[config.mk]
export PLATFORM = sky130hd
export DESIGN_NAME = dma_channel_transfer_step_core
export DESIGN_NICKNAME = d
export VERILOG_FILES = /design/src/design/dcts_pkg.sv /design/src/design/dma_channel_transfer_step_core.sv /design/src/design/dcts_chan_mem.sv /design/src/design/dcts_engine.sv /design/src/design/dcts_emit.sv
export SDC_FILE = /design/constraint.sdc
export NUM_CORES = 1
export LEC_CHECK = 0
export CELL_PAD_IN_SITES_DETAIL_PLACEMENT = 1
export CELL_PAD_IN_SITES_GLOBAL_PLACEMENT = 2
export CORE_MARGIN = 2
export CORE_UTILIZATION = 40
export CTS_BUF_LIST = sky130_fd_sc_hd__clkbuf_16
export DETAILED_ROUTE_END_ITERATION = 10
export DONT_BUFFER_PORTS = 1
export PLACE_DENSITY_LB_ADDON = 0.12
export SETUP_SLACK_MARGIN = 0.4
export SYNTH_ARGS = -nofsm -noshare
export SYNTH_HDL_FRONTEND = slang
export SYNTH_HIERARCHICAL = 1
export SYNTH_SLANG_ARGS = --single-unit
[constraint.sdc]
create_clock -name clk -period 40 [get_ports clk]
set_clock_uncertainty 0.05 [all_clocks]
set_input_delay 8 -clock clk [delete_from_list [all_inputs] [get_ports clk]]
set_output_delay 8 -clock clk [all_outputs]
set_load 0.05 [all_outputs]
[src/design/dcts_pkg.sv]
// Shared types, codes and helper functions for the DMA channel transfer step core.
`default_nettype none

package dcts_pkg;

    // Default number of channels held in the channel memory.
    localparam int NUM_CHANNELS_DEF = 4;

    // Request kinds carried in the input tuser field.
    typedef enum logic [1:0] {
        REQ_SETUP     = 2'd0,
        REQ_TRIGGER   = 2'd1,
        REQ_READ_BYTE = 2'd2,
        REQ_UNUSED    = 2'd3
    } req_kind_t;

    // Channel register selectors for setup items.
    typedef enum logic [1:0] {
        SEL_SOURCE    = 2'd0,
        SEL_TARGET    = 2'd1,
        SEL_COUNT     = 2'd2,
        SEL_MODE_SIZE = 2'd3
    } reg_sel_t;

    // Result kinds carried in the output tuser field.
    localparam logic [1:0] OP_READ   = 2'd0;
    localparam logic [1:0] OP_WRITE  = 2'd1;
    localparam logic [1:0] OP_STATUS = 2'd2;

    // Transfer modes.
    localparam logic [2:0] MODE_INC_TGT = 3'd0;
    localparam logic [2:0] MODE_DEC_TGT = 3'd1;
    localparam logic [2:0] MODE_INC_SRC = 3'd2;
    localparam logic [2:0] MODE_DEC_SRC = 3'd3;
    localparam logic [2:0] MODE_HOLD    = 3'd4;
    localparam logic [2:0] MODE_SRC_ONLY = 3'd5;

    // Cycle charges reported in the status item.
    localparam logic [3:0] COST_WIDE   = 4'd12;
    localparam logic [3:0] COST_NARROW = 4'd8;
    localparam logic [3:0] COST_IDLE   = 4'd5;

    // One channel's register set, one memory entry.
    typedef struct packed {
        logic [31:0] src;
        logic [31:0] tgt;
        logic [15:0] count;
        logic [4:0]  mode_size;
    } chan_entry_t;

    // A group of results caused by one input item, handed to the emitter.
    typedef struct packed {
        logic        is_write;
        logic [2:0]  bus_count;
        logic        status;
        logic [31:0] addr;
        logic [31:0] data;
        logic [1:0]  ch;
        logic [3:0]  cost;
        logic        done;
    } batch_t;

    // Bytes moved by one transfer unit: size code 0 one, 1 two, else four.
    function automatic logic [2:0] unit_bytes(input logic [4:0] mode_size);
        logic [2:0] n;
        unique case (mode_size[1:0])
            2'd0:    n = 3'd1;
            2'd1:    n = 3'd2;
            default: n = 3'd4;
        endcase
        return n;
    endfunction

    // Cycle charge of a unit for the given mode/size word.
    function automatic logic [3:0] unit_cost(input logic [4:0] mode_size);
        logic [3:0] c;
        if (mode_size[4:2] > MODE_HOLD) begin
            c = COST_IDLE;
        end
        else if (unit_bytes(mode_size) == 3'd4) begin
            c = COST_WIDE;
        end
        else begin
            c = COST_NARROW;
        end
        return c;
    endfunction

    // Address update and count decrement that close a transfer unit.
    function automatic chan_entry_t finish_entry(input chan_entry_t e);
        chan_entry_t r;
        logic [31:0] n32;
        r   = e;
        n32 = {29'd0, unit_bytes(e.mode_size)};
        unique case (e.mode_size[4:2])
            MODE_INC_TGT:  r.tgt = e.tgt + n32;
            MODE_DEC_TGT:  r.tgt = e.tgt - n32;
            MODE_INC_SRC:  r.src = e.src + n32;
            MODE_DEC_SRC:  r.src = e.src - n32;
            MODE_SRC_ONLY: r.src = e.src + n32;
            default:       r.src = e.src;
        endcase
        r.count = e.count - 16'd1;
        return r;
    endfunction

endpackage

`default_nettype wire

[src/design/dma_channel_transfer_step_core.sv]
// Top level of the four-channel DMA transfer step core.
// Results pass from the held item to the emitter's group register. Throughput: one item
// per cycle unless an item's results wait for the emitter; a trigger sends up to four bus
// items and a last read byte up to five, one per cycle while m_tready is high, set by the
// byte-wide output. Channel memory is read and written back once per item, with write
// forwarding. Reset clears all control state; entries read as zero until first written.
`default_nettype none

module dma_channel_transfer_step_core #(
    parameter int NUM_CHANNELS = dcts_pkg::NUM_CHANNELS_DEF
) (
    input  wire         clk,
    input  wire         rst_n,
    input  wire         s_tvalid,
    output logic        s_tready,
    input  wire  [47:0] s_tdata,   // channel, reg_select, reg_value, read_byte, zero fill
    input  wire  [1:0]  s_tuser,   // req_type
    output logic        m_tvalid,
    input  wire         m_tready,
    output logic [47:0] m_tdata,   // bus_address, bus_data, status_channel, cycle_cost,
                                   // transfer_done, zero fill
    output logic [1:0]  m_tuser,   // op_kind
    output logic        m_tlast    // last_of_run
);
    import dcts_pkg::*;

    localparam int CH_W = (NUM_CHANNELS > 1) ? $clog2(NUM_CHANNELS) : 1;

    logic            mem_rd_en;
    logic [CH_W-1:0] mem_rd_addr;
    chan_entry_t     mem_rd_data;
    logic            mem_wr_en;
    logic [CH_W-1:0] mem_wr_addr;
    chan_entry_t     mem_wr_data;
    logic            batch_valid;
    logic            batch_free;
    batch_t          batch;

    // Channel register memory
    dcts_chan_mem #(
        .NUM_CHANNELS (NUM_CHANNELS)
    ) u_mem (
        .clk     (clk),
        .rst_n   (rst_n),
        .rd_en   (mem_rd_en),
        .rd_addr (mem_rd_addr),
        .rd_data (mem_rd_data),
        .wr_en   (mem_wr_en),
        .wr_addr (mem_wr_addr),
        .wr_data (mem_wr_data)
    );

    // Item decode and read-modify-write
    dcts_engine #(
        .NUM_CHANNELS (NUM_CHANNELS)
    ) u_engine (
        .clk         (clk),
        .rst_n       (rst_n),
        .in_valid    (s_tvalid),
        .in_ready    (s_tready),
        .in_req      (req_kind_t'(s_tuser)),
        .in_ch       (s_tdata[1:0]),
        .in_sel      (s_tdata[3:2]),
        .in_val      (s_tdata[35:4]),
        .in_rb       (s_tdata[43:36]),
        .mem_rd_en   (mem_rd_en),
        .mem_rd_addr (mem_rd_addr),
        .mem_rd_data (mem_rd_data),
        .mem_wr_en   (mem_wr_en),
        .mem_wr_addr (mem_wr_addr),
        .mem_wr_data (mem_wr_data),
        .batch_valid (batch_valid),
        .batch_free  (batch_free),
        .batch       (batch)
    );

    // Result serializer
    dcts_emit u_emit (
        .clk         (clk),
        .rst_n       (rst_n),
        .batch_valid (batch_valid),
        .batch_free  (batch_free),
        .batch       (batch),
        .m_tvalid    (m_tvalid),
        .m_tready    (m_tready),
        .m_tdata     (m_tdata),
        .m_tuser     (m_tuser),
        .m_tlast     (m_tlast)
    );

endmodule

`default_nettype wire

[src/design/dcts_chan_mem.sv]
// Channel register memory with registered read and per-entry valid bits.
`default_nettype none

module dcts_chan_mem #(
    parameter int NUM_CHANNELS = dcts_pkg::NUM_CHANNELS_DEF,
    localparam int CH_W = (NUM_CHANNELS > 1) ? $clog2(NUM_CHANNELS) : 1
) (
    input  wire                    clk,
    input  wire                    rst_n,
    input  wire                    rd_en,
    input  wire [CH_W-1:0]         rd_addr,
    output dcts_pkg::chan_entry_t  rd_data,
    input  wire                    wr_en,
    input  wire [CH_W-1:0]         wr_addr,
    input  dcts_pkg::chan_entry_t  wr_data
);
    import dcts_pkg::*;

    chan_entry_t             mem [NUM_CHANNELS];
    chan_entry_t             rd_data_reg;
    logic [NUM_CHANNELS-1:0] valid_reg;
    logic                    rd_valid_reg;

    // Storage array: written and read in the clock domain, read-before-write.
    always_ff @(posedge clk)
    begin
        if (wr_en) begin
            mem[wr_addr] <= wr_data;
        end
        if (rd_en) begin
            rd_data_reg <= mem[rd_addr];
        end
    end

    // Entries never written read back as zero.
    always_ff @(posedge clk or negedge rst_n)
    begin
        if (!rst_n) begin
            valid_reg    <= '0;
            rd_valid_reg <= 1'b0;
        end
        else begin
            if (rd_en) begin
                rd_valid_reg <= valid_reg[rd_addr];
            end
            if (wr_en) begin
                valid_reg[wr_addr] <= 1'b1;
            end
        end
    end

    assign rd_data = rd_valid_reg ? rd_data_reg : '0;

endmodule

`default_nettype wire

[src/design/dcts_engine.sv]
// Read-modify-write stage: decodes items, updates channel entries and transfer state.
`default_nettype none

module dcts_engine #(
    parameter int NUM_CHANNELS = dcts_pkg::NUM_CHANNELS_DEF,
    localparam int CH_W = (NUM_CHANNELS > 1) ? $clog2(NUM_CHANNELS) : 1
) (
    input  wire                    clk,
    input  wire                    rst_n,
    // Incoming item
    input  wire                    in_valid,
    output logic                   in_ready,
    input  dcts_pkg::req_kind_t    in_req,
    input  wire [1:0]              in_ch,
    input  wire [1:0]              in_sel,
    input  wire [31:0]             in_val,
    input  wire [7:0]              in_rb,
    // Channel memory
    output logic                   mem_rd_en,
    output logic [CH_W-1:0]        mem_rd_addr,
    input  dcts_pkg::chan_entry_t  mem_rd_data,
    output logic                   mem_wr_en,
    output logic [CH_W-1:0]        mem_wr_addr,
    output dcts_pkg::chan_entry_t  mem_wr_data,
    // Result group to the emitter
    output logic                   batch_valid,
    input  wire                    batch_free,
    output dcts_pkg::batch_t       batch
);
    import dcts_pkg::*;

    // Item held while its channel entry is read
    logic          s1_valid_reg;
    req_kind_t     s1_req_reg;
    logic [1:0]    s1_ch_reg;
    logic [1:0]    s1_sel_reg;
    logic [31:0]   s1_val_reg;
    logic [7:0]    s1_rb_reg;
    logic [CH_W-1:0] s1_addr_reg;

    // Transfer state
    logic          awaiting_reg, awaiting_next;
    logic [1:0]    active_reg, active_next;
    logic [2:0]    pending_reg, pending_next;
    logic [31:0]   gathered_reg, gathered_next;

    // Last written entry, forwarded over the read that raced it
    logic            fwd_valid_reg;
    logic [CH_W-1:0] fwd_addr_reg;
    chan_entry_t     fwd_data_reg;

    chan_entry_t entry;
    chan_entry_t entry_new;
    chan_entry_t fin;
    logic        s1_write;
    logic        s1_has_batch;
    logic        s1_adv;
    logic        accept;
    logic        s1_ch_ok;
    logic        s1_starts_await;
    logic [2:0]  n;
    logic [2:0]  pend_eff;
    logic [2:0]  pend_dec;
    logic [2:0]  pos;
    logic [31:0] gathered_or;
    logic [1:0]  rd_ch;

    // Entry seen by the held item, newest write wins
    assign entry = (fwd_valid_reg && (fwd_addr_reg == s1_addr_reg)) ? fwd_data_reg
                                                                    : mem_rd_data;

    assign s1_ch_ok        = ({30'd0, s1_ch_reg} < NUM_CHANNELS);
    assign s1_starts_await = s1_valid_reg && (s1_req_reg == REQ_TRIGGER) && s1_ch_ok
                             && !awaiting_reg;

    assign n           = unit_bytes(entry.mode_size);
    assign pend_eff    = ((pending_reg > n) || (pending_reg == 3'd0)) ? n : pending_reg;
    assign pend_dec    = pend_eff - 3'd1;
    assign pos         = n - pend_eff;
    assign gathered_or = gathered_reg | ({24'd0, s1_rb_reg} << {pos[1:0], 3'b000});
    assign fin         = finish_entry(entry);

    // Decode of the held item
    always_comb
    begin
        entry_new     = entry;
        s1_write      = 1'b0;
        s1_has_batch  = 1'b0;
        batch         = '0;
        awaiting_next = awaiting_reg;
        active_next   = active_reg;
        pending_next  = pending_reg;
        gathered_next = gathered_reg;
        batch.ch      = s1_ch_reg;
        if (s1_valid_reg) begin
            unique case (s1_req_reg)
                REQ_SETUP:
                begin
                    if (s1_ch_ok) begin
                        s1_write = 1'b1;
                        unique case (reg_sel_t'(s1_sel_reg))
                            SEL_SOURCE:    entry_new.src       = s1_val_reg;
                            SEL_TARGET:    entry_new.tgt       = s1_val_reg;
                            SEL_COUNT:     entry_new.count     = s1_val_reg[15:0];
                            SEL_MODE_SIZE: entry_new.mode_size = s1_val_reg[4:0];
                        endcase
                    end
                end
                REQ_TRIGGER:
                begin
                    if (s1_starts_await) begin
                        s1_has_batch = 1'b1;
                        if (entry.mode_size[4:2] > MODE_HOLD) begin
                            // No bus traffic, close the unit at once
                            s1_write        = 1'b1;
                            entry_new       = fin;
                            batch.status    = 1'b1;
                            batch.cost      = unit_cost(entry.mode_size);
                            batch.done      = (fin.count == 16'd0);
                        end
                        else begin
                            batch.bus_count = n;
                            batch.addr      = entry.src;
                            awaiting_next   = 1'b1;
                            active_next     = s1_ch_reg;
                            pending_next    = n;
                            gathered_next   = '0;
                        end
                    end
                end
                REQ_READ_BYTE:
                begin
                    if (awaiting_reg) begin
                        gathered_next = gathered_or;
                        pending_next  = pend_dec;
                        if (pend_dec == 3'd0) begin
                            // Last byte: write out the unit and report status
                            awaiting_next   = 1'b0;
                            gathered_next   = '0;
                            s1_write        = 1'b1;
                            entry_new       = fin;
                            s1_has_batch    = 1'b1;
                            batch.is_write  = 1'b1;
                            batch.bus_count = n;
                            batch.status    = 1'b1;
                            batch.addr      = entry.tgt;
                            batch.data      = gathered_or;
                            batch.ch        = active_reg;
                            batch.cost      = unit_cost(entry.mode_size);
                            batch.done      = (fin.count == 16'd0);
                        end
                    end
                end
                REQ_UNUSED:
                begin
                    s1_write = 1'b0;
                end
            endcase
        end
    end

    // Handshake between input, held item and emitter
    assign s1_adv      = s1_valid_reg && (!s1_has_batch || batch_free);
    assign in_ready    = !s1_valid_reg || s1_adv;
    assign accept      = in_valid && in_ready;
    assign batch_valid = s1_valid_reg && s1_has_batch;

    // Read port: a read byte goes to the channel whose unit is gathering
    assign rd_ch       = (in_req == REQ_READ_BYTE)
                         ? (s1_starts_await ? s1_ch_reg : active_reg) : in_ch;
    assign mem_rd_en   = accept;
    assign mem_rd_addr = CH_W'(rd_ch);
    assign mem_wr_en   = s1_adv && s1_write;
    assign mem_wr_addr = s1_addr_reg;
    assign mem_wr_data = entry_new;

    // Held item payload
    always_ff @(posedge clk)
    begin
        if (accept) begin
            s1_req_reg  <= in_req;
            s1_ch_reg   <= in_ch;
            s1_sel_reg  <= in_sel;
            s1_val_reg  <= in_val;
            s1_rb_reg   <= in_rb;
            s1_addr_reg <= CH_W'(rd_ch);
        end
        if (s1_adv) begin
            fwd_addr_reg <= s1_addr_reg;
            fwd_data_reg <= entry_new;
        end
    end

    // Control and transfer state
    always_ff @(posedge clk or negedge rst_n)
    begin
        if (!rst_n) begin
            s1_valid_reg  <= 1'b0;
            awaiting_reg  <= 1'b0;
            active_reg    <= '0;
            pending_reg   <= '0;
            gathered_reg  <= '0;
            fwd_valid_reg <= 1'b0;
        end
        else begin
            if (in_ready) begin
                s1_valid_reg <= in_valid;
            end
            if (s1_adv) begin
                awaiting_reg  <= awaiting_next;
                active_reg    <= active_next;
                pending_reg   <= pending_next;
                gathered_reg  <= gathered_next;
                fwd_valid_reg <= s1_write;
            end
        end
    end

endmodule

`default_nettype wire

[src/design/dcts_emit.sv]
// Output stage: sends one result group as a run of items, one per cycle while m_tready is high.
`default_nettype none

module dcts_emit (
    input  wire               clk,
    input  wire               rst_n,
    input  wire               batch_valid,
    output logic              batch_free,
    input  dcts_pkg::batch_t  batch,
    output logic              m_tvalid,
    input  wire               m_tready,
    output logic [47:0]       m_tdata,
    output logic [1:0]        m_tuser,
    output logic              m_tlast
);
    import dcts_pkg::*;

    logic        b_valid_reg;
    batch_t      b_reg;
    batch_t      b_next;
    logic        bus_phase;
    logic        last;
    logic        take;
    logic [1:0]  kind;
    logic [31:0] addr;
    logic [7:0]  data;
    logic [1:0]  ch;
    logic [3:0]  cost;
    logic        done;

    assign bus_phase  = (b_reg.bus_count != 3'd0);
    assign last       = bus_phase ? ((b_reg.bus_count == 3'd1) && !b_reg.status) : 1'b1;
    assign take       = b_valid_reg && m_tready;
    assign batch_free = !b_valid_reg || (take && last);

    // Result fields for the current position in the group
    always_comb
    begin
        ch = b_reg.ch;
        if (bus_phase) begin
            kind = b_reg.is_write ? OP_WRITE : OP_READ;
            addr = b_reg.addr;
            data = b_reg.is_write ? b_reg.data[7:0] : 8'd0;
            cost = 4'd0;
            done = 1'b0;
        end
        else begin
            kind = OP_STATUS;
            addr = '0;
            data = '0;
            cost = b_reg.cost;
            done = b_reg.done;
        end
    end

    assign m_tvalid = b_valid_reg;
    assign m_tuser  = kind;
    assign m_tlast  = last;
    assign m_tdata  = {1'b0, done, cost, ch, data, addr};

    // Step through the group
    always_comb
    begin
        b_next = b_reg;
        if (bus_phase) begin
            b_next.bus_count = b_reg.bus_count - 3'd1;
            b_next.addr      = b_reg.addr + 32'd1;
            b_next.data      = {8'd0, b_reg.data[31:8]};
        end
        else begin
            b_next.status = 1'b0;
        end
    end

    always_ff @(posedge clk)
    begin
        if (batch_free && batch_valid) begin
            b_reg <= batch;
        end
        else if (take) begin
            b_reg <= b_next;
        end
    end

    always_ff @(posedge clk or negedge rst_n)
    begin
        if (!rst_n) begin
            b_valid_reg <= 1'b0;
        end
        else if (batch_free) begin
            b_valid_reg <= batch_valid;
        end
    end

endmodule

`default_nettype wire

==> results of run 1 <==
[worst max-delay path: stages]
cell and delay [ps]:
nand2b_1 170, o211ai_1 170, inv_1 110, a211oi_4 520, inv_1 440
[final timing paths]
kind | from | end | slack [ps] | depth (start not counted)
worst max-delay path | m_tready | s_tready | 22530 | 5
worst min-delay path | u_mem/valid_reg[0] | u_mem/valid_reg[0] | 420 | 1
worst max register to register | u_engine/mem_wr_addr[1] | u_mem/mem[1][20] | 30580 | 24
worst min register to register | u_mem/valid_reg[0] | u_mem/valid_reg[0] | 420 | 1
max in group asynchronous | rst_n | u_engine/gathered_reg[2] | 32750 | 0
min in group asynchronous | rst_n | u_engine/fwd_valid_reg | 6990 | 0
[per-layer routing]
metal  track usage (%)  vias to the layer above  routed length [um]
li1                  -                    10390                   -
met1             32.12                    12250               46720
met2             42.38                      525               53640
met3             3.422                      147                4366
met4             7.317                        0                2969
met5                 0                        -                   0
[area by class of cell]
cell class / instances / area (um^2)
antenna: 1 / 2.502
timing repair buffer: 51 / 407.9
clock buffer: 80 / 2002
tap: 1144 / 1431
multi-input combinational: 1801 / 13130
clock inverter: 60 / 581.8
inverter: 77 / 289.0
fill: 8667 / 46920
sequential: 682 / 20250
[cells by family after synthesis]
kind of cell,Yosys count,synth area share (%)
compound gates,618,11.71
simple gates,829,12.33
xor+xnor,65,1.707
mux,228,9.995
buf+inv,220,2.898
flops,682,59.14
other cells,2,0.02193
fa+ha+maj,59,2.200
[cells in the mapped netlist, types with 24 or more instances]
master    number
nand3_1       50
mux2i_1       95
mux4_2        85
nor3_1        43
inv_1         75
a21oi_1      170
nand2_1      185
edfxtp_1     636
buf_2         30
nor2_1       205
mux2_2        41
o21ai_0       93
ha_1          57
o22ai_1       73
a31oi_1       52
clkbuf_1      86
and2_1       157
nand4_1       26
xnor2_1       40
a32oi_1       24
dfrtp_1       46
[per-stage QoR]
stage	utilization, %	cell area (um^2)	setup WS [ps]	instances
after floorplan	-	34240	20190	2703
after global placement	41.77	35510	22530	3755
after detailed placement	41.77	35510	22540	3755
after CTS	44.81	38090	22530	3895
after global routing	44.81	38090	22450	3895
final	44.81	38100	22530	3896
[power by group]
| part | switching (mW) | internal (mW) |
|---|---|---|
| Sequential | 0.0886 | 0.990 |
| Clock | 0.301 | 0.424 |
| Combinational | 0.748 | 0.333 |
| Total | 1.14 | 1.75 |
==> results.md, run 1 <==
- Worst hold path type: register to register
- Input/output buffers: 0
- Bufs on Longest Clock Path: 3
- Detail Route Antenna Nets: 0
- Hold slack: 415.5 ps
- RSZ-0062 raised after global routing: false
- Chip Width: around 300 um
- Core Rows: roughly 110
- Top Ports: 107
- Leading area contributor after synthesis: edfxtp_1
- Nets@finish: 2805
- Data required, critical path: 31950 ps
- Clk_lat worst skew: roughly 660 ps
- GPL Wtd Cong: 0.8639
- Max Clock Freq: 57.24 MHz
- Cts repair resizes: 0
- Crit path capture type: primary output
- Endpoints failing setup: 0
- Cells after synthesis: 2703
- Cts hold-fix bufs: 0
- Global-route wire length before repair: about 160 mm
- Crit start category: input pin
- Relative slew slack: 16.31%
- Most frequent cells in the layout: edfxtp_1 (636), nor2_1 (203), nand2_1 (184)
- Hold Vio Cnt, Final: 0
- Drt wl/cell: approximately 28 um
- Worst Tran Pin Value: 1220 ps
- Status: completed
- Max rail drop VDD: 0.04202 mV
- Post-Route Setup TNS: 0 ps
- Setup bufs post-CTS: 0
- HPWL after DPL: 71.61 mm
- Total CTS buffers: 79
- Critical path class: input pin to primary output
- GRT Total Usage: between 20 and 25%
- Die ar.: slightly below 90000 um^2
- Drt pass-1 iters: 5
- DRC: 0
- Slew Limit Fails: 0
- Routed WL: 107.7 mm
- CTS tree: built
- Yosys reg bits: 682
- Crit Path Max Fanout: 8
- Initial DRC Count: ~1500
- Arrival time at the worst endpoint: 9420 ps
- Post-synthesis sequential area ratio: 59.14%
- Max Cap Viol: 0
- Synth warnings: 6
- Final Cycle Share: 43.68%
- Top_reg_cell synth: edfxtp_1
- Post-Syn Nets: 2816
- Congestion Overflow GR: 0
- CTS sink cnt: just under 700
- Post-Syn Area: 34240 um^2
- Worst-path clk slew: approximately 60 ps
- DR vias: between 20000 and 25000
- Starting Density: 40.28%
- Total power: 2.884 mW
- Core outline area: 85010 um^2
- Layout cells sized above 1: 13.09%
- Root Buffer: clkbuf_16
- Yosys top cell area share: 55.78%
- Vias per cell: 5.984
- Chip Height: 296.6 um
- PwrDens: 75.71 nW/um^2
- Pin count of the biggest net entering global routing: between 100 and 150
- Vias in the first global route: ~25000
- Leak pwr: 13.65 nW
- Initial antenna violation count: 1
- Area Overhead vs Synth: 11.26%
- Most common cell after layout, fill and taps aside: edfxtp_1
- Post-layout min period: 17470 ps
- Htree depth: 3
- Top post-synthesis cells by area: edfxtp_1 (56%), mux4_2 (5.6%), dfrtp_1 (3.4%)
- Max reg flops: between 300 and 400
- Cell variety after synth: 95
- Synth Area per Inst: 12.67 um^2
- FFs w/ async S/R, synth: 6.745%
- EDFF count, synth: between 600 and 700
Power figures use the tool's default switching activity.
==> inputs of run 2 (changes only) <==
Settings changed: ABC_AREA set to 1.
Clock period 40 ns to 18.3 ns, I/O delays scaled along.
==> run 2 against run 1 <==
Against the previous run: clock power is 120% higher; combinational power grew 58%; hold slack got worse by 2.3 ps; area after synthesis is 5.2% higher; final area grew 3.9%; total power increased by 86%; cell count up 32%; via count rose by 22%; first-iteration DRC count rose by 44%; die area rose by 5.1%; largest cell class unchanged.
==> results.md, run 2 <==
- Chip Height: 304.1 um (+2.5%)
- Max Cap Viol: 0 (unchanged)
- Global-route wire length before repair: 185.5 mm (+17%)
- Relative slew slack: 13.77% (-2.5 points)
- Root Buffer: clkbuf_16
- CTS sink cnt: 682 (unchanged)
- Cells after synthesis: 3959 (+46%)
- Ant. Diodes: 0 (-1)
- Layout Utilization: 44.18% (-0.64 points)
- Crit Path Max Fanout: 33 (+25)
- Top post-synthesis cells by area: edfxtp_1 (53%), nand2_1 (10%), nor2_1 (4.8%)
- Drt pass-1 iters: 6 (+1)
- Commonest cells in the netlist: nand2_1 (957), edfxtp_1 (636), nor2_1 (460), inv_1 (433), o21ai_0 (307)
- Worst-path clk slew: 60 ps (about the same)
- Worst-path cell chain: inv_1 > nand2_1 > nand2_2 > nand3_4 > inv_4 > o21ai_2 > nor2_1 > ha_1 > nand3_1 > nand2_1 > o31ai_1 > o21ai_0 > ha_1 > xor2_4 > nand4_4 > inv_2 > o21ai_2 > nor2_4 > inv_1
- Slew Limit Fails: 0 (unchanged)
- CTS tree: built
- GPL Wtd Cong: 0.8964 (+3.8%)
- Layout cells sized above 1: 7.177% (-5.9 points)
- Final worst setup slack: 9060 ps (-13470 ps)
- Core outline area: 89600 um^2 (+5.4%)
- Die ar.: 92470 um^2 (+5.1%)
- Leading area contributor after synthesis: edfxtp_1
- Drt wl/cell: 24.06 um (-13%)
- Cell variety after synth: 64 (-33%)
- Worst hold path type: register to register
- GRT Total Usage: 26.64% (+2.1 points)
- Input/output buffers: 0 (unchanged)
- Clk_lat worst skew: 670 ps (about the same)
- Worst path slowest cell: nor2_1
- Top_reg_cell synth: edfxtp_1
- Post-synthesis sequential area ratio: 56.21% (-2.9 points)
- Crit start category: register
- DRC: 0 (unchanged)
- FFs w/ async S/R, synth: 6.745% (unchanged)
- Post-Syn Nets: 4072 (+45%)
- Post-Route Setup TNS: 0 ps (unchanged)
- Max rail drop VDD: 0.08643 mV (+110%)
- Htree depth: 3 (unchanged)
- Bufs on Longest Clock Path: 3 (unchanged)
- Data required, critical path: 14590 ps (-17360 ps)
- Vias in the first global route: 28850 (+17%)
- Core Rows: 110 (+2.8%)
- Final Cycle Share: 50.49%
- Max Clock Freq: approximately 110 MHz
- DR vias: 28480 (+22%)
- Arrival time at the worst endpoint: 5530 ps (-3890 ps)
- Most numerous cell in the Yosys netlist: nand2_1
- Most common cell after layout, fill and taps aside: nand2_1
- Worst Tran Pin Value: 1285 ps (+64.33 ps)
- Synth Area per Inst: 9.099 um^2 (-28%)
- Max reg flops: 340 (unchanged)
- Buffer and inverter count on the worst path: 4 (+2)
- Top Ports: 107 (unchanged)
- Post-layout min period: 9240 ps
- Delay-heaviest family, CP: simple AND/OR/NAND/NOR gates
- Congestion Overflow GR: 0 (unchanged)
- Nets@finish: 4024 (+43%)
- PwrDens: 135.3 nW/um^2 (+79%)
- Yosys reg bits: 682 (unchanged)
- HPWL after DPL: 84.10 mm (+17%)
- Pin count of the biggest net entering global routing: 116 (+2.7%)
- Setup bufs post-CTS: 0 (unchanged)
- Initial DRC Count: 2178 (+44%)
- Filler cell count: 10250 (+18%)
- Dpl ws: 9704 ps (-12840 ps)
- Starting Density: 40.21% (-0.070 points)
- Crit path capture type: primary output
- Cts hold-fix bufs: 0 (unchanged)
- Critical path class: register to primary output
- EDFF count, synth: 636 (unchanged)
- Detail Route Antenna Nets: 0 (unchanged)
- Yosys top cell area share: 53.02% (-2.8 points)
- Initial antenna violation count: 9 (+8)
- Endpoints failing setup: 0 (unchanged)
- Chip Width: 304.1 um (+2.5%)
- Most frequent cells in the layout: nand2_1 (957), edfxtp_1 (636), nor2_1 (454)
- Leak pwr: 15.90 nW (+17%)
- Cts repair resizes: 0 (unchanged)
- Total CTS buffers: 81 (+2.5%)
- Hold Vio Cnt, Final: 0 (unchanged)
- Post-Syn Area: 36020 um^2 (+5.2%)
- Synth warnings: 6 (unchanged)
- Routed WL: 123.8 mm (+15%)
- RSZ-0062 raised after global routing: false
- Critical Path Max Stage Delay: 640 ps (+120 ps)
- Area Overhead vs Synth: 9.875%
- Status: completed
- Vias per cell: 5.534 (-7.5%)
run 2: cell count changes after synthesis, sizes merged, moves of 40 or more:
cell / delta
mux2i: -98
a21oi: -68
o22ai: +57
nand2: +786
o21ai: +311
and2: -132
nand3: +106
buf: +40
inv: +375
nor2: +269
mux4: -85
mux2: -43
run 2: kinds of logic (layout without fill, tap and decap cells):
family                   count (synthesis)  after routing  share of synthesized area (%)
buffers and inverters                  638            650                          7.544
flip-flops                             682            682                          56.21
AND/OR/NAND/NOR                       1709           1709                          19.51
XOR/XNOR                                53             53                          1.341
multiplexers                             2              2                        0.09030
AO/OA/AOI/OAI                          814            814                          13.19
other                                    2              2                        0.02085
adder cells (fa/ha/maj)                 59             59                          2.091
run 2: worst register-to-register path, delay by kind of cell (launching register included):
kind,cells,cell delay (ps)
DFF,1,540
adders and majority gates,2,690
AOI/OAI and AO/OA,4,900
and+or+nand+nor,12,2710
xor gates and xnor gates,1,230
buffers and inverters,7,2710
run 2: cell type report:
cell class | instances | area [um^2] | area share [%]
flip-flops and latches | 682 | 20250 | 51.17
multi-input cells | 2639 | 13150 | 33.23
clock buffers | 82 | 2052 | 5.184
inverters | 456 | 1719 | 4.343
well taps | 1176 | 1471 | 3.718
clock inverters | 61 | 549.3 | 1.388
repair buffers | 51 | 382.9 | 0.9673
run 2: worst paths after layout:
path,from,to,slack (ps),depth (start not counted)
setup / recovery,u_engine/mem_wr_addr[1],s_tready,9060,19
hold / removal,u_mem/valid_reg[1],u_mem/valid_reg[1],410,2
setup reg to reg,u_engine/mem_wr_addr[1],u_mem/mem[3][7],10060,26
hold reg to reg,u_mem/valid_reg[1],u_mem/valid_reg[1],410,2
max in group asynchronous,rst_n,u_engine/gathered_reg[1],15450,0
min in group asynchronous,rst_n,u_emit/m_tvalid,2640,0
run 2: stage by stage:
| step | hold WS (ps) | total power [mW] | area, um^2 | cells |
|---|---|---|---|---|
| 2_1_floorplan | 377.4 | 3.247 | 36020 | 3959 |
| 3_3_place_gp | 401.3 | 3.748 | 36980 | 5004 |
| 3_5_place_dp | 406.5 | 3.777 | 36980 | 5004 |
| 4_1_cts | 421.4 | 5.397 | 39580 | 5147 |
| 5_1_grt | 439.8 | 5.645 | 39580 | 5147 |
| 6_report | 413.2 | 5.357 | 39580 | 5147 |
run 2: power by group:
part	internal [mW]	switching (mW)
combinational	0.434	1.27
sequential	1.96	0.0842
clock	0.941	0.662
run 2: metal layers:
| layer | routed length [um] | track usage, % |
|---|---|---|
| met1 | 56810 | 37.06 |
| met2 | 57010 | 43.17 |
| met3 | 6121 | 3.775 |
| met4 | 3837 | 8.215 |
| met5 | 46 | 0 |
